$ cat config.mk
export PLATFORM = sky130hd
export DESIGN_NAME = als_front_flat
export DESIGN_NICKNAME = d
export VERILOG_FILES = /design/src/sv/addressable_led_serializer_core_defines.svh /design/src/sv/als_pkg.sv /design/src/sv/als_cmd_if.sv /design/src/sv/als_front.sv /design/src/flat_wrapper.sv
export SDC_FILE = /design/constraint.sdc
export NUM_CORES = 1
export LEC_CHECK = 0
export BUFFER_PORTS_ARGS = -buffer_cell sky130_fd_sc_hd__buf_2
export CAP_MARGIN = 10
export CELL_PAD_IN_SITES_DETAIL_PLACEMENT = 0
export CELL_PAD_IN_SITES_GLOBAL_PLACEMENT = 1
export CORE_MARGIN = 2
export CORE_UTILIZATION = 14
export DETAILED_ROUTE_END_ITERATION = 8
export MAX_ROUTING_LAYER = met4
export PLACE_DENSITY_LB_ADDON = 0.1
export SYNTH_ARGS = -nofsm -noshare
export SYNTH_HDL_FRONTEND = slang
export SYNTH_SLANG_ARGS = --single-unit
$ cat constraint.sdc
create_clock -name vclk -period 1.1
set_input_delay 0.22 -clock vclk [all_inputs]
set_output_delay 0.22 -clock vclk [all_outputs]
set_load 0.02 [all_outputs]
$ cat src/sv/addressable_led_serializer_core_defines.svh
// ============================================================================
// Assertion macros for the addressable LED serialiser core
// Shared helper macros for the concurrent checks in the RTL.
// ============================================================================
`ifndef ADDRESSABLE_LED_SERIALIZER_CORE_DEFINES_SVH
`define ADDRESSABLE_LED_SERIALIZER_CORE_DEFINES_SVH

// Property that must hold in the same cycle as its trigger.
`define ALS_ASSERT_NOW(label, clk, rst_n, ante, cons, msg) \
    label: assert property (@(posedge clk) disable iff (!rst_n) (ante) |-> (cons)) \
        else $error(msg);

// Property that must hold in the cycle after its trigger.
`define ALS_ASSERT_NEXT(label, clk, rst_n, ante, cons, msg) \
    label: assert property (@(posedge clk) disable iff (!rst_n) (ante) |=> (cons)) \
        else $error(msg);

`endif

$ cat src/sv/als_pkg.sv
// ============================================================================
// Addressable LED serialiser package
// Command codes, register map, reset values and shared types.
// ============================================================================
package als_pkg;

    // Command codes carried in the func field.
    localparam logic [1:0] FUNC_SET_ONE = 2'd0;
    localparam logic [1:0] FUNC_SET_ALL = 2'd1;
    localparam logic [1:0] FUNC_SHOW    = 2'd2;
    localparam logic [1:0] FUNC_TICK    = 2'd3;

    // Register map: register i sits at byte address 4*i.
    localparam int PADDR_W = 5;
    localparam logic [2:0] REG_HIGH0  = 3'd0;
    localparam logic [2:0] REG_HIGH1  = 3'd1;
    localparam logic [2:0] REG_PERIOD = 3'd2;
    localparam logic [2:0] REG_LATCH  = 3'd3;
    localparam logic [2:0] REG_LEDS   = 3'd4;

    // Register reset values.
    localparam logic [9:0]  RST_HIGH0  = 10'd40;
    localparam logic [9:0]  RST_HIGH1  = 10'd80;
    localparam logic [9:0]  RST_PERIOD = 10'd125;
    localparam logic [15:0] RST_LATCH  = 16'd30000;
    localparam logic [8:0]  RST_LEDS   = 9'd256;

    // Pixel format on the wire.
    localparam int BITS_PER_PIXEL = 24;
    localparam int BIT_W          = 5;

    // Depth of the queue between the front end and the line engine.
    localparam int QUEUE_DEPTH = 2;

    // Line timing settings handed to the engine.
    typedef struct packed {
        logic [9:0]  high0;
        logic [9:0]  high1;
        logic [9:0]  period;
        logic [15:0] latch;
    } t_timing;

    // A classified command word. The colour is held in wire order B, R, G.
    typedef struct packed {
        logic [1:0]  func;
        logic [7:0]  pixel_index;
        logic        in_range;
        logic [23:0] colour;
    } t_cmd;

endpackage

$ cat src/sv/als_cmd_if.sv
// ============================================================================
// Command channel
// Valid/ready channel carrying one command word per handshake.
// ============================================================================
interface als_cmd_if;
    logic       valid;
    logic       ready;
    logic [1:0] func;
    logic [7:0] pixel_index;
    logic [7:0] red;
    logic [7:0] green;
    logic [7:0] blue;

    modport source (output valid, func, pixel_index, red, green, blue, input ready);
    modport sink   (input valid, func, pixel_index, red, green, blue, output ready);
endinterface

$ cat src/sv/als_front.sv
// ============================================================================
// Command front end
// Takes command words, checks the pixel index and reorders the colour.
// ============================================================================
module als_front #(
    parameter int PW = 9
) (
    als_cmd_if.sink          i_cmd,
    input  logic [PW-1:0]    i_count,
    output logic             o_push_valid,
    input  logic             i_push_ready,
    output als_pkg::t_cmd    o_push_data
);

    // The word is taken whenever the queue has room.
    assign i_cmd.ready  = i_push_ready;
    assign o_push_valid = i_cmd.valid;

    // Classify the word: index check against the active pixel count, and the
    // colour rearranged into the order in which it goes out on the line.
    always_comb begin
        o_push_data.func        = i_cmd.func;
        o_push_data.pixel_index = i_cmd.pixel_index;
        o_push_data.in_range    = 32'(i_cmd.pixel_index) < 32'(i_count);
        o_push_data.colour      = {i_cmd.blue, i_cmd.red, i_cmd.green};
    end

endmodule

$ cat src/flat_wrapper.sv
// flat-port wrapper written by rule: the top's interface ports become plain ports
module als_front_flat 
#(
    parameter int PW = 9
)
  (i_count, o_push_valid, i_push_ready, o_push_data, i_cmd_valid, i_cmd_func, i_cmd_pixel_index, i_cmd_red, i_cmd_green, i_cmd_blue, i_cmd_ready);
  als_cmd_if i_cmd_i ();
  input  logic [PW-1:0] i_count;
  output logic o_push_valid;
  input  logic i_push_ready;
  output als_pkg::t_cmd o_push_data;
  input wire logic [$bits(i_cmd_i.valid)-1:0] i_cmd_valid;
  input wire logic [$bits(i_cmd_i.func)-1:0] i_cmd_func;
  input wire logic [$bits(i_cmd_i.pixel_index)-1:0] i_cmd_pixel_index;
  input wire logic [$bits(i_cmd_i.red)-1:0] i_cmd_red;
  input wire logic [$bits(i_cmd_i.green)-1:0] i_cmd_green;
  input wire logic [$bits(i_cmd_i.blue)-1:0] i_cmd_blue;
  output wire logic [$bits(i_cmd_i.ready)-1:0] i_cmd_ready;
  assign i_cmd_i.valid = i_cmd_valid;
  assign i_cmd_i.func = i_cmd_func;
  assign i_cmd_i.pixel_index = i_cmd_pixel_index;
  assign i_cmd_i.red = i_cmd_red;
  assign i_cmd_i.green = i_cmd_green;
  assign i_cmd_i.blue = i_cmd_blue;
  assign i_cmd_ready = i_cmd_i.ready;
  als_front #(.PW(PW)) u_core (.i_cmd(i_cmd_i), .i_count(i_count), .o_push_valid(o_push_valid), .i_push_ready(i_push_ready), .o_push_data(o_push_data));
endmodule
**Word-level counts from Yosys, hierarchy flattened**

Cells that the tools add are included.

- Flip-flop bits (word level): 0
- Output and inout bits: 37

- $lt $le $gt $ge: 1

Operator list:

| operator | count |
|---|---|
| $lt 8x9->1 | 1 |

**Longest topological paths before layout**

Gate-level depths: netlist (run 1).

- Depth in word-level cells: 1
- Depth in mapped cells: 5
- Depth with buffers taken out: 5

**Worst setup path before layout (run 1)**

Ideal clock, no wire load.

- Path kind: input to output
- From: in i_count[6]
- To: out o_push_data[24] (netlist name)
- Data arrival time: 1.148 ns
- Data required time: 0.880 ns
- Slack: -0.268 ns
- Stages on the path: 5
- Path through: inv_1 ha_1 a211oi_2 o32ai_1 a21oi_1

RTL lines:

| what | line | source |
|---|---|---|
| from (decl) | flat_wrapper.sv:8 | `input logic [PW-1:0] i_count;` |
| to (decl) | flat_wrapper.sv:11 | `output als_pkg::t_cmd o_push_data;` |

==> out/summary.txt, run 1 <==
Hold-fix buffers at CTS: 0
DRC errors left: 0
GRT Util Overall: 3.471%
Starting Density: 14.80%
Failing checks: negative setup slack
DRT iter0 DRCs: 0
WL final: 732 µm
Synthesized net count: 114
Final Max Slew Viols: 0
Hold WS: 440.0 ps
Initial antenna violation count: 0
Area after DPL: 404.1 µm²
Share of layout cells above drive strength 1: 75.47%
Worst setup path startpoint: i_count[6]
Final worst path period share: 122.3%
Filler cell count: 356
Port bufs: 26
I/O pin count: 82
Worst Setup End Kind: output pin
Fin area: 476.7 µm²
MaxCap Viol Count: 0
Via count: 288
Slew headroom: 85.30%
Synth warnings: 0
PD cells: 386.1 mW/mm²
RD Place Congestion: 0.5217
Sequential-to-total area share from yosys stat: 0%
Crit path DAT: 1120 ps
FF/Latch Area: 0 µm²
Worst slew pin tran: 220.5 ps
Pleak: 0.2233 nW
Startpoint types: input port
Post-Syn Area: 455.4 µm²
Post-synthesis cell count: 62
Area taken by multi-input logic gates: 236.5 µm²
Total Nets Final: 107
Worst hold path depth: 0
Overflow left after global routing: 0
DP Worst Slack: -344.5 ps
Unrepaired setup endpoints after global routing: true
Core box area: 0.003078 mm²
Mean Syn Cell Area: 7.346 µm²
Die Y: 61.04 µm
Hold Fails Final Rpt: 0
Antenna Cells: 0
Vias in the first global route: 256
Final Power: 0.1841 mW
Finished Layout Cells: 97
Cells after DPL: 97
Detailed Place HPWL: 672.8 µm
First-pass GRT wire length: 1.014 mm
Hold WC Path Type: input port to output pin
Largest net degree at the start of global routing: 3
Final-layout clock buffer total: 0
Max Clk Rate: 0.7436 GHz
Row count: 20
Die ar.: 0.003725 mm²
Critical Path RT: 880 ps
Crit-path max FO: 2
Vias per inst: 2.969
TritonRoute pass-1 iters: 1
Class of the most critical setup path: input port to output pin
Postcts setup bufs: 0
Area grow syn2layout: 4.670%
Wirelength per Cell: 7.546 µm
FF+latch count: 0
Die X: 61.04 µm
Hold Crit Start: i_cmd_red[2]
Final setup fails: 1
Run status: finished with violations
Final ANT Viol Nets: 0
Min Tclk post-route: 1345 ps
Synth cell types: 11
Setup WS post-layout: -244.9 ps
Peak supply drop: 0.06089 mV
-- critical path: stages --
cell and delay [ps]:
buf_6 90, inv_4 40, ha_4 190, a211oi_2 200, o32ai_2 120, a21oi_2 120, buf_6 130
-- worst paths after layout --
kind / endpoint / slack (ps)
min: o_push_data[10] / 440
max: o_push_data[24] / -240
-- cell families after synthesis --
logic type,count (synthesis),share of synthesized area (%)
compound gates,6,9.064
fa+ha+maj,7,19.23
buf+inv,43,65.11
simple gates,6,6.596
-- layout by cell type (no fill, tap or decap), drive strengths merged --
cell	count
a211oi	1
a21oi	3
buf	27
ha	7
inv	7
nand2	2
nand4b	1
nor2	2
nor2b	1
o21ai	1
o32ai	1
-- cell type report --
class | count | share of cell area [%]
Inverter | 7 | 6.037
Multi-Input combinational cell | 19 | 49.61
Tap cell | 44 | 11.55
Timing Repair Buffer | 27 | 32.81
-- stage by stage --
stage | util [%] | setup TNS [ps]
after floorplan | - | -127.6
after global placement | 13.13 | -341.3
after detailed placement | 13.13 | -344.5
after CTS | 15.37 | -261.2
after global routing | 15.49 | -283.0
final | 15.49 | -244.9
-- cell usage after synthesis --
cell | instances | area, µm²
o32ai_1 | 1 | 8.760
buf_4 | 36 | 270.3
o21ai_0 | 1 | 5.000
ha_1 | 7 | 87.58
inv_1 | 7 | 26.28
nor2_1 | 2 | 7.510
nor2b_1 | 1 | 6.260
a21oi_1 | 3 | 15.01
a211oi_2 | 1 | 12.51
nand4b_1 | 1 | 8.760
nand2_1 | 2 | 7.510
-- where the power goes --
group / internal, mW / leakage, nW / switching [mW] / total [mW]
registers: 0 / 0 / 0 / 0
logic: 0.0933 / 0.223 / 0.0908 / 0.184
clock network: 0 / 0 / 0 / 0
-- what timing repair did --
action	CTS	global route
pin swaps	8	5
endpoints found under the hold margin	0	0
gates resized for setup	11	4
setup endpoints to repair	1	1
-- layer usage --
| metal | wire length (µm) | vias to the layer above | global-route usage, % |
|---|---|---|---|
| met5 | 0 | - | - |
| met4 | 13 | 0 | 0.9317 |
| met3 | 91 | 6 | 0.2101 |
| met2 | 317 | 13 | 5.471 |
| met1 | 309 | 126 | 4.804 |
| li1 | - | 143 | - |
Power figures use the tool's default switching activity.
==> inputs of run 2 (changes only) <==
BUFFER_PORTS_ARGS = -buffer_cell sky130_fd_sc_hd__buf_4   (was -buffer_cell sky130_fd_sc_hd__buf_2)
==> out/summary.txt, run 2 (synthesis results as in run 1) <==
Run status: finished with violations
Failing checks: negative setup slack
Wirelength per Cell: 7.577 µm (+0.41%)
Area grow syn2layout: 16.48%
Critical Path RT: 880 ps (about the same)
Starting Density: 14.80% (unchanged)
Crit-path max FO: 2 (unchanged)
Largest net degree at the start of global routing: 3 (unchanged)
Initial antenna violation count: 0 (unchanged)
Worst slew pin tran: 211.9 ps (-8.548 ps)
Min Tclk post-route: 1345 ps (-0.1580 ps)
Commonest non-fill, non-tap cell in the layout: buf_4
DRC errors left: 0 (unchanged)
Antenna Cells: 0 (unchanged)
Total Nets Final: 107 (unchanged)
Via count: 288 (unchanged)
Die Y: 61.04 µm (unchanged)
Crit path DAT: 1120 ps (about the same)
Hold WC Path Type: input port to output pin
Setup WS post-layout: -244.7 ps (+0.1580 ps)
Pleak: 0.2435 nW (+9.1%)
WL final: 735 µm (+0.41%)
Worst setup path startpoint: i_cmd_pixel_index[6]
Final-layout clock buffer total: 0 (unchanged)
Worst path max stage delay: 260 ps (+60 ps)
Startpoint types: input port
Die ar.: 0.003725 mm² (unchanged)
FF/Latch Area: 0 µm² (unchanged)
Hold-fix buffers at CTS: 0 (unchanged)
MaxCap Viol Count: 0 (unchanged)
Worst Setup End Kind: output pin
FF+latch count: 0 (unchanged)
Die X: 61.04 µm (unchanged)
Vias in the first global route: 250 (-2.3%)
Final Max Slew Viols: 0 (unchanged)
Slowest CP cell: ha_4
Final setup fails: 1 (unchanged)
TritonRoute pass-1 iters: 3 (+2)
Final ANT Viol Nets: 0 (unchanged)
Hold Fails Final Rpt: 0 (unchanged)
Vias per inst: 2.969 (unchanged)
Slew headroom: 85.87% (+0.57 points)
Port bufs: 26 (unchanged)
Max Clk Rate: 0.7436 GHz (about the same)
Peak supply drop: 0.06803 mV (+12%)
Most frequent cells in the layout: 26 x buf_4, 5 x inv_1, 5 x ha_4
DRT iter0 DRCs: 5 (+5)
Class of the most critical setup path: input port to output pin
Fin area: 530.5 µm² (+11%)
PD cells: 386.4 mW/mm² (about the same)
Fin Setup TNS: -244.7 ps (+0.1580 ps)
Crit path to: o_push_data[24]
Crit path cell chain: buf_4 -> ha_4 -> a211oi_2 -> o32ai_2 -> a21oi_2 -> buf_4
Core box area: 0.003078 mm² (unchanged)
RD Place Congestion: 0.5184 (-0.63%)
Filler cell count: 357 (+0.28%)
GRT Util Overall: 3.427% (-0.045 points)
Area after DPL: 469.2 µm² (+16%)
Overflow left after global routing: 0 (unchanged)
Share of layout cells above drive strength 1: 73.58% (-1.9 points)
Crit-path most repeated cell: buf_4
First-pass GRT wire length: 1.014 mm (unchanged)
I/O pin count: 82 (unchanged)
Row count: 20 (unchanged)
Unrepaired setup endpoints after global routing: true
DP Worst Slack: -326.1 ps (+18.39 ps)
Detailed Place HPWL: 669.1 µm (-0.55%)
Final worst path period share: 122.2% (about the same)
-- run 2: cell count changes in the layout (fill, tap and decap cells not counted) --
cell	before	now
a21oi_1	1	0
buf_6	3	1
a21oi_2	2	3
inv_1	3	5
buf_2	23	0
buf_4	1	26
inv_2	3	1
-- run 2: worst max-delay path, delay by kind of cell --
family / cells / cell delay, ps
AO/OA/AOI/OAI: 3 / 370
adder cells (fa/ha/maj): 1 / 260
buffers and inverters: 2 / 280
-- run 2: through the flow --
step	hold WS, ps	power (mW)	instances	util [%]
global placement	440.1	0.1840	97	15.24
floorplan	552.6	0.2553	62	-
finish	440.0	0.2050	97	17.24
global route	440.0	0.2285	97	17.24
CTS	440.1	0.2069	97	17.11
detailed placement	440.1	0.1825	97	15.24
-- run 2: timing repair --
item                       CTS  global route
resized for setup           10             1
setup endpoints to repair    1             1
setup buffers                0             0
pin swaps                    8             1
-- run 2: cell type report --
| cell class | instances | area [µm²] | area share, % |
|---|---|---|---|
| timing repair buffer | 27 | 206.4 | 38.92 |
| inverter | 7 | 28.78 | 5.425 |
| multi-input combinational | 19 | 240.2 | 45.28 |
| tap | 44 | 55.05 | 10.38 |
-- run 2: report_power, final --
group,switching (mW),internal (mW),total [mW]
clock,0,0,0
sequential,0,0,0
combinational,0.0913,0.114,0.205
-- run 2: layer usage --
layer  track usage, %  part of all wire (%)
met1            4.930                    38
met2            5.167                    46
met3           0.2101                    14
met4           0.9317                   1.6
met5                -                     0
-- run 2: worst min path at each step --
stage / startpoint / end / cells past startpoint
2_1_floorplan: i_push_ready / i_cmd_ready / 1
3_3_place_gp: i_cmd_blue[1] / o_push_data[17] / 0
3_5_place_dp: i_cmd_blue[1] / o_push_data[17] / 0
4_1_cts: i_cmd_blue[1] / o_push_data[17] / 0
5_1_grt: i_cmd_red[4] / o_push_data[12] / 0
6_report: i_cmd_red[2] / o_push_data[10] / 0
==> inputs of run 3 (changes only) <==
ABC_AREA = 1   (was unset)
CORE_UTILIZATION = 15   (was 14)
==> out/summary.txt, run 3 <==
Run status: finished with violations
Failing checks: negative setup slack
Unrepaired setup endpoints after global routing: true
Worst slew pin tran: 159.7 ps (-52.19 ps)
Synth cell types: 9 (-2)
Vias in the first global route: 330 (+32%)
Antenna Cells: 0 (unchanged)
Total Nets Final: 121 (+13%)
Detailed Place HPWL: 763 µm (+14%)
Final setup fails: 1 (unchanged)
Worst hold path depth: 0 (unchanged)
Crit-path max FO: 2 (unchanged)
Class of the most critical setup path: input port to output pin
Max Clk Rate: 0.7617 GHz (+2.4%)
Post-Syn Area: 499.2 µm² (+9.6%)
Pleak: 0.2974 nW (+22%)
FF+latch count: 0 (unchanged)
Final-layout clock buffer total: 0 (unchanged)
TritonRoute pass-1 iters: 1 (-2)
RD Place Congestion: 0.6232 (+20%)
FF/Latch Area: 0 µm² (unchanged)
Die ar.: 0.003806 mm² (+2.2%)
Share of layout cells above drive strength 1: 80.60% (+7.0 points)
Synthesized net count: 129 (+13%)
Starting Density: 16.09% (+1.3 points)
Crit path DAT: 1090 ps (-30 ps)
I/O pin count: 82 (unchanged)
Core box area: 0.003103 mm² (+0.81%)
Hold Fails Final Rpt: 0 (unchanged)
Top post-synthesis cells by count: 36 x buf_4, 13 x inv_1, 12 x nand2_1, 7 x ha_1, 4 x nor2_1
Most frequent cell after synthesis: buf_4
Most frequent cells in the layout: 17 x buf_4, 9 x buf_6, 7 x ha_4
First-pass GRT wire length: 1.338 mm (+32%)
Min Tclk post-route: 1313 ps (-31.86 ps)
PD cells: 390.1 mW/mm² (+0.97%)
DRT iter0 DRCs: 0 (-5)
Hold Crit Start: i_push_ready
Final Power: 0.2524 mW (+23%)
Worst Setup End Kind: output pin
Sequential-to-total area share from yosys stat: 0% (unchanged)
Synth area leaders: buf_4 54%, ha_1 18%, inv_1 9.8%, nand2_1 9.0%, nor2_1 3.0%
Largest net degree at the start of global routing: 4 (+1)
WL final: 881 µm (+20%)
GRT Util Overall: 4.557% (+1.1 points)
Postcts setup bufs: 0 (unchanged)
Port bufs: 26 (unchanged)
Worst hold endpoint: i_cmd_ready
Wirelength per Cell: 7.937 µm (+4.7%)
Area grow syn2layout: 29.57%
Slew headroom: 89.35% (+3.5 points)
Share of the synthesized area in the top cell type: 54.14% (-5.2 points)
Row count: 20 (unchanged)
Hold-fix buffers at CTS: 0 (unchanged)
Overflow left after global routing: 0 (unchanged)
Critical Path RT: 880 ps (about the same)
Synth warnings: 0 (unchanged)
Yosys top cell by area: buf_4
Die Y: 61.69 µm (+1.1%)
Vias per inst: 3.261 (+9.8%)
Commonest non-fill, non-tap cell in the layout: buf_4
DRC errors left: 0 (unchanged)
DP Worst Slack: -272.5 ps (+53.60 ps)
Startpoint types: input port
Initial antenna violation count: 0 (unchanged)
Peak supply drop: 0.09782 mV (+44%)
Final worst path period share: 119.4% (-2.9 points)
Post-synthesis cell count: 77 (+24%)
Setup WS post-layout: -212.9 ps (+31.86 ps)
Final ANT Viol Nets: 0 (unchanged)
Hold WC Path Type: input port to output pin
Die X: 61.69 µm (+1.1%)
Final Max Slew Viols: 0 (unchanged)
Mean Syn Cell Area: 6.483 µm² (-12%)
MaxCap Viol Count: 0 (unchanged)
Via count: 362 (+26%)
-- run 3: critical path, stage by stage --
cell,delay (ps)
buf_4,120
ha_4,250
nand2_2,50
inv_1,50
nand2_1,50
a21oi_2,180
nor2_4,40
buf_6,120
-- run 3: logic make-up (layout without fill, tap and decap cells) --
family | count (synthesis) | in the layout | synth area share, %
simple gates | 18 | 18 | 14.28
compound gates | 3 | 3 | 4.261
buf+inv | 49 | 39 | 63.91
fa+ha+maj | 7 | 7 | 17.54
-- run 3: worst max path at each step --
stage	start	to	slack [ps]	cells past startpoint
final	i_cmd_pixel_index[3]	o_push_data[24]	-210	8
after global placement	i_cmd_pixel_index[2]	o_push_data[24]	-300	8
after floorplan	i_count[6]	o_push_data[24]	-20	7
after CTS	i_count[6]	o_push_data[24]	-230	9
after detailed placement	i_cmd_pixel_index[2]	o_push_data[24]	-270	8
after global routing	i_cmd_pixel_index[6]	o_push_data[24]	-280	8
-- run 3: area by class of cell --
cell class	instances	area (µm²)
Fill cell	375	2456
Inverter	13	56.30
Multi-Input combinational cell	28	306.5
Tap cell	44	55.05
Timing Repair Buffer	26	229.0
-- run 3: per-layer routing --
metal,GRT usage [%],routed length [µm],vias up
li1,-,-,176
met1,5.590,345,149
met2,7.068,392,27
met3,1.242,131,10
met4,1.824,12,0
met5,-,0,-
-- run 3: metrics by stage --
| step | utilization, % | std cells | setup TNS, ps | cell area [µm²] | hold slack [ps] |
|---|---|---|---|---|---|
| 3_5_place_dp | 17.42 | 111 | -272.5 | 540.5 | 440.1 |
| 6_report | 20.85 | 111 | -212.9 | 646.9 | 440.0 |
| 2_1_floorplan | - | 77 | -23.36 | 560.5 | 552.6 |
| 5_1_grt | 20.85 | 111 | -281.9 | 646.9 | 440.0 |
| 3_3_place_gp | 17.42 | 111 | -295.9 | 540.5 | 440.1 |
| 4_1_cts | 19.44 | 111 | -229.7 | 603.1 | 440.1 |
-- run 3: report_power, final --
group          internal [mW]  switching, mW  total, mW
sequential                 0              0          0
clock                      0              0          0
combinational          0.137          0.116      0.252
-- run 3: timing repair --
item                                    CTS  global route
endpoints found under the setup margin    1             1
pin swaps                                16            12
cloned                                    0             0
resized for setup                        16            13
