==> config.mk <==
export PLATFORM = sky130hd
export DESIGN_NAME = als_queue
export DESIGN_NICKNAME = d
export VERILOG_FILES = /design/src/sv/addressable_led_serializer_core_defines.svh /design/src/sv/als_pkg.sv /design/src/sv/als_queue.sv
export SDC_FILE = /design/constraint.sdc
export NUM_CORES = 1
export LEC_CHECK = 0
export BUFFER_PORTS_ARGS = -buffer_cell sky130_fd_sc_hd__buf_2
export CAP_MARGIN = 40
export CORE_MARGIN = 2
export CORE_UTILIZATION = 30
export CTS_CLUSTER_DIAMETER = 80
export DETAILED_ROUTE_END_ITERATION = 7
export PLACE_DENSITY_LB_ADDON = 0.05
export SLEW_MARGIN = 20
export SYNTH_ARGS = -nofsm -noshare
export SYNTH_HDL_FRONTEND = slang
export SYNTH_SLANG_ARGS = --single-unit
export TNS_END_PERCENT = 100
==> constraint.sdc <==
create_clock -name i_clk -period 2.1 [get_ports i_clk]
set_input_delay 0.42 -clock i_clk [delete_from_list [all_inputs] [get_ports i_clk]]
set_output_delay 0.42 -clock i_clk [all_outputs]
set_load 0.01 [all_outputs]
==> src/sv/addressable_led_serializer_core_defines.svh <==
// ============================================================================
// Assertion macros for the addressable LED serialiser core
// Shared helper macros for the concurrent checks in the RTL.
// ============================================================================
`ifndef ADDRESSABLE_LED_SERIALIZER_CORE_DEFINES_SVH
`define ADDRESSABLE_LED_SERIALIZER_CORE_DEFINES_SVH

// Property that must hold in the same cycle as its trigger.
`define ALS_ASSERT_NOW(label, clk, rst_n, ante, cons, msg) \
    label: assert property (@(posedge clk) disable iff (!rst_n) (ante) |-> (cons)) \
        else $error(msg);

// Property that must hold in the cycle after its trigger.
`define ALS_ASSERT_NEXT(label, clk, rst_n, ante, cons, msg) \
    label: assert property (@(posedge clk) disable iff (!rst_n) (ante) |=> (cons)) \
        else $error(msg);

`endif

==> src/sv/als_pkg.sv <==
// ============================================================================
// Addressable LED serialiser package
// Command codes, register map, reset values and shared types.
// ============================================================================
package als_pkg;

    // Command codes carried in the func field.
    localparam logic [1:0] FUNC_SET_ONE = 2'd0;
    localparam logic [1:0] FUNC_SET_ALL = 2'd1;
    localparam logic [1:0] FUNC_SHOW    = 2'd2;
    localparam logic [1:0] FUNC_TICK    = 2'd3;

    // Register map: register i sits at byte address 4*i.
    localparam int PADDR_W = 5;
    localparam logic [2:0] REG_HIGH0  = 3'd0;
    localparam logic [2:0] REG_HIGH1  = 3'd1;
    localparam logic [2:0] REG_PERIOD = 3'd2;
    localparam logic [2:0] REG_LATCH  = 3'd3;
    localparam logic [2:0] REG_LEDS   = 3'd4;

    // Register reset values.
    localparam logic [9:0]  RST_HIGH0  = 10'd40;
    localparam logic [9:0]  RST_HIGH1  = 10'd80;
    localparam logic [9:0]  RST_PERIOD = 10'd125;
    localparam logic [15:0] RST_LATCH  = 16'd30000;
    localparam logic [8:0]  RST_LEDS   = 9'd256;

    // Pixel format on the wire.
    localparam int BITS_PER_PIXEL = 24;
    localparam int BIT_W          = 5;

    // Depth of the queue between the front end and the line engine.
    localparam int QUEUE_DEPTH = 2;

    // Line timing settings handed to the engine.
    typedef struct packed {
        logic [9:0]  high0;
        logic [9:0]  high1;
        logic [9:0]  period;
        logic [15:0] latch;
    } t_timing;

    // A classified command word. The colour is held in wire order B, R, G.
    typedef struct packed {
        logic [1:0]  func;
        logic [7:0]  pixel_index;
        logic        in_range;
        logic [23:0] colour;
    } t_cmd;

endpackage

==> src/sv/als_queue.sv <==
// ============================================================================
// Command queue
// Short first-in first-out buffer between the front end and the engine.
// ============================================================================
module als_queue (
    input  logic             i_clk,
    input  logic             i_rst_n,
    input  logic             i_push_valid,
    output logic             o_push_ready,
    input  als_pkg::t_cmd    i_push_data,
    output logic             o_pop_valid,
    input  logic             i_pop_ready,
    output als_pkg::t_cmd    o_pop_data
);

    localparam int QPTR_W = (als_pkg::QUEUE_DEPTH > 1) ? $clog2(als_pkg::QUEUE_DEPTH) : 1;
    localparam int QCNT_W = $clog2(als_pkg::QUEUE_DEPTH + 1);
    localparam logic [QCNT_W-1:0] FULL   = QCNT_W'(als_pkg::QUEUE_DEPTH);
    localparam logic [QPTR_W-1:0] LAST   = QPTR_W'(als_pkg::QUEUE_DEPTH - 1);

    als_pkg::t_cmd     r_slot [als_pkg::QUEUE_DEPTH];
    logic [QPTR_W-1:0] r_wr;
    logic [QPTR_W-1:0] r_rd;
    logic [QCNT_W-1:0] r_count;
    logic [QPTR_W-1:0] n_wr;
    logic [QPTR_W-1:0] n_rd;
    logic [QCNT_W-1:0] n_count;
    logic              push;
    logic              pop;

    assign o_push_ready = r_count != FULL;
    assign o_pop_valid  = r_count != '0;
    assign o_pop_data   = r_slot[r_rd];
    assign push         = i_push_valid && o_push_ready;
    assign pop          = o_pop_valid && i_pop_ready;

    // Pointer and fill bookkeeping.
    always_comb begin
        n_wr    = r_wr;
        n_rd    = r_rd;
        n_count = r_count;
        if (push) begin
            n_wr = (r_wr == LAST) ? '0 : r_wr + 1'b1;
        end
        if (pop) begin
            n_rd = (r_rd == LAST) ? '0 : r_rd + 1'b1;
        end
        if (push && !pop) begin
            n_count = r_count + 1'b1;
        end else if (pop && !push) begin
            n_count = r_count - 1'b1;
        end
    end

    always_ff @(posedge i_clk) begin
        if (!i_rst_n) begin
            r_wr    <= '0;
            r_rd    <= '0;
            r_count <= '0;
        end else begin
            r_wr    <= n_wr;
            r_rd    <= n_rd;
            r_count <= n_count;
        end
    end

    // Storage slots carry payload only.
    always_ff @(posedge i_clk) begin
        if (push) begin
            r_slot[r_wr] <= i_push_data;
        end
    end

endmodule

== Word-level counts from Yosys, hierarchy flattened ==
Memories as Yosys holds them, arrays and structs flattened. A register that Yosys moved wholly into a read port is not among the register bits.
Index checks and enable logic that the tools add are counted.

* $add $sub $neg: 4
* Equal/unequal tests: 1
* Multiplexer cells: 8
* Reductions and logical operators: 8

{| class="wikitable"
|+ Operators by type and width
! kind !! number
|-
| 1-bit 2-to-1 mux || 6
|-
| 1-bit logical AND || 4
|-
| 2-bit 2-to-1 mux || 2
|-
| 2-bit nonzero test || 2
|-
| 1-bit adder (second input constant) || 2
|-
| 2-bit by 1-bit adder with 2-bit output (second input constant) || 1
|-
| 1-bit zero test || 2
|-
| 2-bit inequality test (second input constant) || 1
|-
| 2-bit by 1-bit subtractor with 2-bit output (second input constant) || 1
|}

* Bits in registers: 4
* Bits in writable memories: 70
* Bits of input ports: 39
* Memories kept: 1

{| class="wikitable"
|+ Memories
! memory !! depth !! width !! read ports !! clocked after memory_dff !! write ports !! RTL line !! RTL
|-
| r_slot || 2 || 35 || 1 || 1 || 1 || als_queue.sv:21 || <nowiki>als_pkg::t_cmd r_slot [als_pkg::QUEUE_DEPTH];</nowiki>
|}

== Logic depth before layout (Yosys ltp) ==
Gate-level depths: netlist (run 1).

* Depth in word-level cells: 6
* Mapped depth: 6
* Depth with buffers taken out: 6

== Worst setup path before layout (run 1) ==
OpenSTA, ideal clock, no wires.

* Path kind: reg2reg
* Start point: reg r_count[0]
* End point: mem r_slot[1][0] (netlist name) (enable)
* Setup time: 0.396 ns
* Data arrival time: 1.476 ns
* Required time: 1.704 ns
* Setup slack: 0.229 ns
* Cell stages (with the launch flop): 3
* Buffers on the path: 0
* Cells stage by stage: dfxtp_1 nand2b_4 and3_1

* Cells in the longest elaborated chain, start to end: 4

{| class="wikitable"
|+ RTL lines
! element !! RTL line !! RTL
|-
| start: declaration || als_queue.sv:24 || <nowiki>logic [QCNT_W-1:0] r_count;</nowiki>
|-
| start signal: assignment || als_queue.sv:63 || <nowiki>r_count <= n_count;</nowiki>
|-
| 2-bit inequality test || als_queue.sv:31 || <nowiki>assign o_push_ready = r_count != FULL;</nowiki>
|-
| via o_push_ready || als_queue.sv:9 || <nowiki>output logic o_push_ready,</nowiki>
|-
| 1-bit logical AND || als_queue.sv:34 || <nowiki>assign push = i_push_valid && o_push_ready;</nowiki>
|-
| 1-bit 2-to-1 mux || als_queue.sv:69 || <nowiki>if (push) begin</nowiki>
|-
| 1-bit 2-to-1 mux (implied by the code) || als_queue.sv:70 || <nowiki>r_slot[r_wr] <= i_push_data;</nowiki>
|-
| end: declaration || als_queue.sv:21 ||
|}

The timed path passes the listed nets, and every way through them passes these cells.

==> results of run 1 <==
-- flip-flops by register name, summed over array words and instances (netlist names), named ones only --
| register | flops |
|---|---|
| r_rd | 1 |
| r_wr | 1 |
| r_slot | 70 |
| r_count | 2 |
-- stage by stage --
step / cells / worst slack [ns] / total power, W
after floorplan: 133 / 0.2286 / 0.002631
after global placement: 318 / 0.5689 / 0.003005
final: 334 / 0.2245 / 0.004158
after CTS: 334 / 0.1871 / 0.004242
after global routing: 334 / 0.1367 / 0.004391
after detailed placement: 318 / 0.5158 / 0.003041
-- cells in the mapped netlist --
cell type  count  area (um^2)
nand3b_1       1        7.510
ha_1           1        12.51
a21boi_0       1        7.510
dfxtp_1        5        100.1
xnor2_1        2        17.52
a21boi_1       1        7.510
o21ai_1        1        5.000
nand2b_4       1        13.76
buf_2          4        20.02
and2_1         4        25.02
xor2_1         1        8.760
mux2_2        35        394.1
or3_1          1        6.260
edfxtp_1      70         2102
a21bo_2        1        10.01
o21ai_0        1        5.000
and3_1         1        6.260
inv_1          1        3.750
or2_2          1        6.260
-- worst reg2reg max path, cell delays in order, from the launching register on --
cell and delay, ns:
dfxtp_1 0.37, nand2b_4 0.18, and2_1 0.16, ha_1 0.33, or3_1 0.36, a21boi_1 0.14
-- final timing paths --
check	startpoint	endpoint	slack [ns]	depth (start not counted)
setup / recovery	register	o_pop_data[20]	0.22	3
hold / removal	i_push_data[14]	r_slot[0][14]	0.27	1
setup reg to reg	r_count[0]	r_count[1]	0.49	5
hold reg to reg	r_count[1]	r_count[1]	0.57	2
-- report_power, final --
| group | switching, W | internal (W) | leakage (nW) |
|---|---|---|---|
| Clock | 0.000508 | 0.000671 | 0.106 |
| Combinational | 0.000528 | 0.000516 | 0.517 |
| Sequential | 0.0000653 | 0.00187 | 0.695 |
| Total | 0.00110 | 0.00306 | 1.32 |
-- kinds of logic after synthesis --
family                     synth area share [%]
adders and majority gates                0.4534
and+or+nand+nor                           2.359
DFF                                       79.82
AOI/OAI and AO/OA                         1.270
muxes                                     14.29
buffers and inverters                    0.8616
xor gates and xnor gates                 0.9526
-- final cells by class --
class,count,area (um^2),area share [%]
well taps,108,135.1,3.845
repair buffers,81,420.4,11.96
clock buffers,10,127.6,3.631
flip-flops and latches,75,2203,62.69
multi-input cells,53,534.3,15.20
inverters,1,3.754,0.1068
clock inverters,6,90.09,2.563
-- routing by layer --
layer	vias to the layer above	part of all wire, %	wire, um	global-route usage [%]
met2	41	52	2602	17.83
met4	0	1.4	71	6.006
met3	7	5.5	275	3.482
li1	696	-	-	-
met1	705	41	2011	11.32
met5	-	0	0	0
==> qor.csv, run 1 <==
metric,value,unit
globalRoute.totalOverflow,0,
die_w,99.90,um
core_area,8806,um^2
fin_nets,261,
end_kind,output pin,
clkSlewWorstSetupHoldPaths,0.08,ns
initial_core_util,31.33,%
cts-buffers-inserted,9,
cp-start-kind,register,
post-cts-setup-buffers,0,
fin_crit_sh,89.31,%
place_area,3297,um^2
p_leak,1.318,nW
arrival,1.46,ns
fillerInstances,813,
synth_seq_cells,75,
clockRootBuffer,clkbuf_8,
worstPathRequired,1.68,ns
skew,0.01054,ns
cts_hold_buffers,0,
yosys_warnings,0,
ctsLongestPathBuffers,2,
area_growth,27.39,%
clock-sinks,75,
track_usage,10.43,%
detail_route.iter0.violations,45,
vias_per_cell,4.338,
wl_per_cell,14.85,um
die_y,99.90,um
final_util,39.91,%
grt_pass1_vias,1577,
power.density,1183,nW/um^2
htree_levels,3,
drt_wl_total,4961,um
synth_cell_types,19,
crit_family,buffers and inverters,
path_max_fanout,19,
avgSynthCellArea,20.74,um^2
final_cell_mix,"buf_2, edfxtp_1, mux2_2",
crit_chain,"buf_4, mux2_2, buf_2",
synth_fp_nets,173,
vias,1449,
rsz0062_at_grt,false,
ant_nets,0,
period_minus_slack,1.876,ns
mostFrequentLayoutCell,buf_2,
fin_tns_setup,0,ns
report.final.slew_viol_count,0,
dr.pass1.iters,4,
crit_path_max_incr_delay,0.39,ns
ios,76,
hp-class,in2reg,
hold_violations,0,
slew_headroom,81.19,%
port_buffers,75,
n_antenna_cell,0,
setup-violations-final,0,
hpwl,3427,um
final_area,3515,um^2
max_freq,533.2,MHz
row_count,34,
die_area,9979,um^2
drc,0,
worstSetupPathType,reg2out,
worstMarginPinSlew,0.2821,ns
place.gp.congestion,0.7207,
synth-seq-area-share,79.82,%
ctsResizeCount,0,
cts_tree,built,
grt_first_pass_wirelength,7734,um
ir_drop,0.4134,mV
hold_slack,0.2663,ns
netlist_area,2759,um^2
netlist_instances,133,
drive_gt1_share,60.18,%
antenna_found_initial,0,
worstSkewPairLatency,0.34,ns
cp_slowest_cell,mux2_2,
grt_max_degree,20,
status,completed,
worst-path-buf-inv,2,
drv_cap,0,
Power figures use the tool's default switching activity.
==> run 2: changes to the inputs <==
==> constraint.sdc (replaced) <==
create_clock -name i_clk -period 1.55 [get_ports i_clk]
set_input_delay 0.31 -clock i_clk [delete_from_list [all_inputs] [get_ports i_clk]]
set_output_delay 0.31 -clock i_clk [all_outputs]
set_load 0.01 [all_outputs]
==> qor.csv, run 2 (same netlist as run 1, synthesis figures left out) <==
metric,value,unit
dr.pass1.iters,4,
min_to,r_slot[0][30],
p_leak,1.442,nW
drc,0,
post-cts-setup-buffers,0,
rsz0062_at_grt,true,
failed_checks,negative setup slack,
swShare,26.60,%
p_seq_share,43.3,%
detail_route.iter0.violations,25,
layoutNonFillerInstCount,335,
worstSkewPairLatency,0.33,ns
ctsLongestPathBuffers,2,
skew,0.005959,ns
combPwrFrac,33.4,%
max_freq,593.7,MHz
hpwl,3485,um
crit_path_max_incr_delay,0.38,ns
die_y,99.90,um
crit_chain,"buf_12, mux2_2, buf_6",
drive_gt1_share,62.56,%
drt_wl_total,5107,um
p_int,0.004492,W
rr_worst_depth,6,
worstSetupPathType,reg2out,
fin_tns_setup,-3.742,ns
largest_register,r_slot,
core_area,8806,um^2
ant_nets,0,
switching_power,0.001628,W
cts_hold_buffers,0,
worstMarginPinSlew,0.3516,ns
power.density,1589,nW/um^2
final_cell_mix,"edfxtp_1, buf_2, buf_6",
place.gp.congestion,0.7069,
fin_nets,262,
dp_cells,319,
slew_headroom,76.40,%
initial_core_util,31.33,%
largest_reg_flops,70,
clockRootBuffer,clkbuf_8,
reg2reg_to,r_count[1],
n_antenna_cell,0,
area_growth,39.55,%
cp_slowest_cell,dfxtp_4,
clock-sinks,75,
hp-class,in2reg,
total_power,0.006119,W
antenna_found_initial,0,
mostFrequentLayoutCell,edfxtp_1,
vias_per_cell,4.376,
pwr-share-clk,23.3,%
ios,76,
arrival,1.37,ns
vias,1466,
drv_cap,0,
end_kind,output pin,
rrSetupSlack,0.02,ns
track_usage,10.33,%
die_w,99.90,um
hold_violations,0,
ir_drop,0.7809,mV
die_area,9979,um^2
cts_tree,built,
port_buffers,75,
grt_first_pass_wirelength,7659,um
whs_path_depth,1,
setup-violations-final,35,
clkSlewWorstSetupHoldPaths,0.08,ns
hold_slack,0.1607,ns
cp-start-kind,register,
globalRoute.totalOverflow,0,
period_minus_slack,1.684,ns
hold_path.startpoint,i_push_data[30],
timing.rr.start,r_count[0],
path_max_fanout,18,
largestRegisters,"r_slot x70, r_count x2",
dp_slack,-0.01046,ns
row_count,34,
worstPathRequired,1.24,ns
fin_crit_sh,108.7,%
grt_max_degree,19,
cts-buffers-inserted,9,
report.final.slew_viol_count,0,
htree_levels,3,
wl_per_cell,15.24,um
grt_pass1_vias,1600,
setup_ws,-0.1343,ns
status,finished with violations,
==> run 2: changes by cell type in the layout (fill, tap and decap cells not counted), moves of 2 or more <==
cell and delta:
buf_12 +6, buf_2 -30, buf_4 -5, buf_6 +30, clkinvlp_4 +3, dfxtp_1 -2, dfxtp_4 +2, mux2_2 -16
mux2_4 +16
==> run 2: power groups by stage <==
stage	clock network, W	registers [W]	logic [W]
floorplan	0	0.00264	0.000926
global placement	0	0.00265	0.00156
detailed placement	0	0.00268	0.00159
CTS	0.00149	0.00264	0.00189
global route	0.00159	0.00268	0.00218
finish	0.00142	0.00265	0.00205
==> run 2: worst max-delay path: cells and delay by family (launching register included) <==
kind / cells / cell delay [ns]
muxes: 1 / 0.36
buffers and inverters: 2 / 0.29
DFF: 1 / 0.38
==> run 2: through the flow <==
step / instance area [um^2] / utilization, %
2_1_floorplan: 2764 / -
3_3_place_gp: 3383 / 38.42
3_5_place_dp: 3383 / 38.42
4_1_cts: 3752 / 42.61
5_1_grt: 3850 / 43.72
6_report: 3850 / 43.72
==> run 2: worst max-delay path by stage <==
stage | to | slack, ns | cells past startpoint | from
detailed placement | r_count[1] | -0.01 | 5 | r_count[1]
global route | o_pop_data[15] | -0.19 | 3 | register
finish | o_pop_data[15] | -0.13 | 3 | register
CTS | o_pop_data[32] | -0.15 | 3 | register
global placement | r_count[1] | 0.06 | 5 | r_count[0]
floorplan | r_slot[0][0] | 0.02 | 3 | r_count[0]
==> run 2: area by class of cell <==
type / count / area (um^2)
clock buffer: 10 / 127.6
clock inverter: 6 / 66.31
fill: 780 / 4956
inverter: 1 / 7.507
multi-input combinational: 53 / 611.8
sequential: 75 / 2211
tap: 108 / 135.1
timing repair buffer: 82 / 690.7
==> run 2: metal layers <==
| layer | part of all wire (%) | vias up | GRT usage, % |
|---|---|---|---|
| met1 | 38 | 718 | 10.94 |
| met2 | 54 | 44 | 18.56 |
| met5 | 0 | - | 0 |
| li1 | - | 697 | - |
| met3 | 6.3 | 7 | 4.318 |
| met4 | 1.3 | 0 | 3.477 |
==> run 2: timing repair <==
action                                  4_1_cts  5_1_grt
pin swaps                                     1        0
endpoints found under the setup margin       37       37
resized for setup                            33       20
==> run 3: changes to the inputs <==
==> constraint.sdc (replaced) <==
create_clock -name i_clk -period 1.55 [get_ports i_clk]
set_input_delay 0.31 -clock i_clk [delete_from_list [all_inputs] [get_ports i_clk]]
set_output_delay 0.31 -clock i_clk [all_outputs]
set_load 0.005 [all_outputs]
==> qor.csv, run 3 (same netlist as run 1, synthesis figures left out) <==
metric,value,unit
worst-path-buf-inv,2,
ant_nets,0,
dr_wl_met3,316,um
wl_per_cell,15.09,um
htree_levels,3,
row_count,34,
fillerInstances,809,
drive_gt1_share,62.45,%
vias_per_cell,4.407,
final_cell_mix,"edfxtp_1, buf_2, mux2_2",
largestRegisters,"r_slot x70, r_count x2",
cts-buffers-inserted,9,
vias,1485,
p_seq_share,44.9,%
initial_core_util,31.33,%
worstPathRequired,1.24,ns
cts_tree,built,
fin_nets,264,
switching_power,0.001436,W
worstSkewPairLatency,0.33,ns
crit_family,flip-flops,
setup_ws,-0.1193,ns
slew_headroom,88.80,%
total_power,0.005889,W
power.density,1576,nW/um^2
place.gp.congestion,0.7062,
clkSlewWorstSetupHoldPaths,0.08,ns
grt_max_degree,19,
cp_slowest_cell,dfxtp_4,
wl_met1,1971,um
cts_hold_buffers,0,
rrSetupSlack,0.07,ns
port_buffers,75,
dr.pass1.iters,3,
swShare,24.38,%
ir_drop,0.7171,mV
hold_violations,0,
clock-sinks,75,
ctsLongestPathBuffers,2,
largest_register,r_slot,
area_growth,35.46,%
hp-class,in2reg,
fin_crit_sh,107.7,%
path_max_fanout,17,
drc,0,
die_w,99.90,um
report.final.slew_viol_count,0,
p_leak,1.411,nW
mostFrequentLayoutCell,edfxtp_1,
ios,76,
wl_met2,2691,um
cp-start-kind,register,
max_freq,599.1,MHz
top_layer_used,met4,
skew,0.006561,ns
pwr-share-clk,26.5,%
n_antenna_cell,0,
track_usage,10.98,%
failed_checks,negative setup slack,
status,finished with violations,
core_area,8806,um^2
drv_cap,0,
die_area,9979,um^2
rsz0062_at_grt,true,
grt_first_pass_wirelength,8176,um
detail_route.iter0.violations,44,
end_kind,output pin,
p_int,0.004453,W
arrival,1.36,ns
period_minus_slack,1.669,ns
hpwl,3559,um
drt_wl_total,5086,um
die_y,99.90,um
crit_path_max_incr_delay,0.38,ns
crit_chain,"buf_12, mux2_2, buf_2",
antenna_found_initial,0,
final_util,42.44,%
worstSetupPathType,reg2out,
globalRoute.totalOverflow,0,
clockRootBuffer,clkbuf_8,
grt_pass1_vias,1647,
largest_reg_flops,70,
setup-violations-final,35,
combPwrFrac,28.7,%
worstMarginPinSlew,0.1662,ns
run 3: worst paths after layout:
| kind | start | to | depth (start not counted) |
|---|---|---|---|
| setup / recovery | register | o_pop_data[19] | 3 |
| hold / removal | i_push_data[3] | r_slot[1][3] | 1 |
| setup reg to reg | r_count[0] | r_count[1] | 6 |
| hold reg to reg | r_count[1] | r_count[1] | 2 |
run 3: timing repair:
item	in CTS	in global routing
resized for setup	3	27
gates cloned	0	0
pin swaps	0	1
endpoints found under the setup margin	36	37
buffers inserted	0	1
run 3: power by group through the flow:
stage	sequential, W	combinational, W	clock [W]
floorplan	0.00264	0.000798	0
global placement	0.00265	0.00146	0
detailed placement	0.00267	0.00149	0
CTS	0.00263	0.00151	0.00162
global route	0.00267	0.00184	0.00172
finish	0.00264	0.00169	0.00156
run 3: cell type report:
| type | count | area [um^2] | share of cell area (%) |
|---|---|---|---|
| Tap cell | 108 | 135.1 | 3.616 |
| Sequential cell | 75 | 2211 | 59.16 |
| Multi-Input combinational cell | 53 | 584.3 | 15.63 |
| Inverter | 1 | 7.507 | 0.2009 |
| Clock inverter | 5 | 77.57 | 2.076 |
| Clock buffer | 11 | 131.4 | 3.515 |
| Timing Repair Buffer | 84 | 590.6 | 15.80 |
run 3: routing by layer:
layer / GRT usage, % / vias to the layer above
met5: 0 / -
met4: 5.690 / 0
met3: 4.039 / 10
met2: 19.18 / 45
met1: 11.58 / 724
li1: - / 706
run 3: metrics by stage:
| stage | cells | hold slack [ns] | TNS (ns) | setup WS (ns) | cell area, um^2 |
|---|---|---|---|---|---|
| after floorplan | 133 | 0.4089 | 0 | 0.03055 | 2764 |
| after global placement | 320 | 0.4975 | 0 | 0.09512 | 3391 |
| after detailed placement | 320 | 0.5031 | -0.01393 | -0.01393 | 3391 |
| after CTS | 336 | 0.1395 | -4.498 | -0.1409 | 3607 |
| after global routing | 337 | 0.1342 | -5.622 | -0.1832 | 3737 |
| final | 337 | 0.1576 | -3.418 | -0.1193 | 3737 |
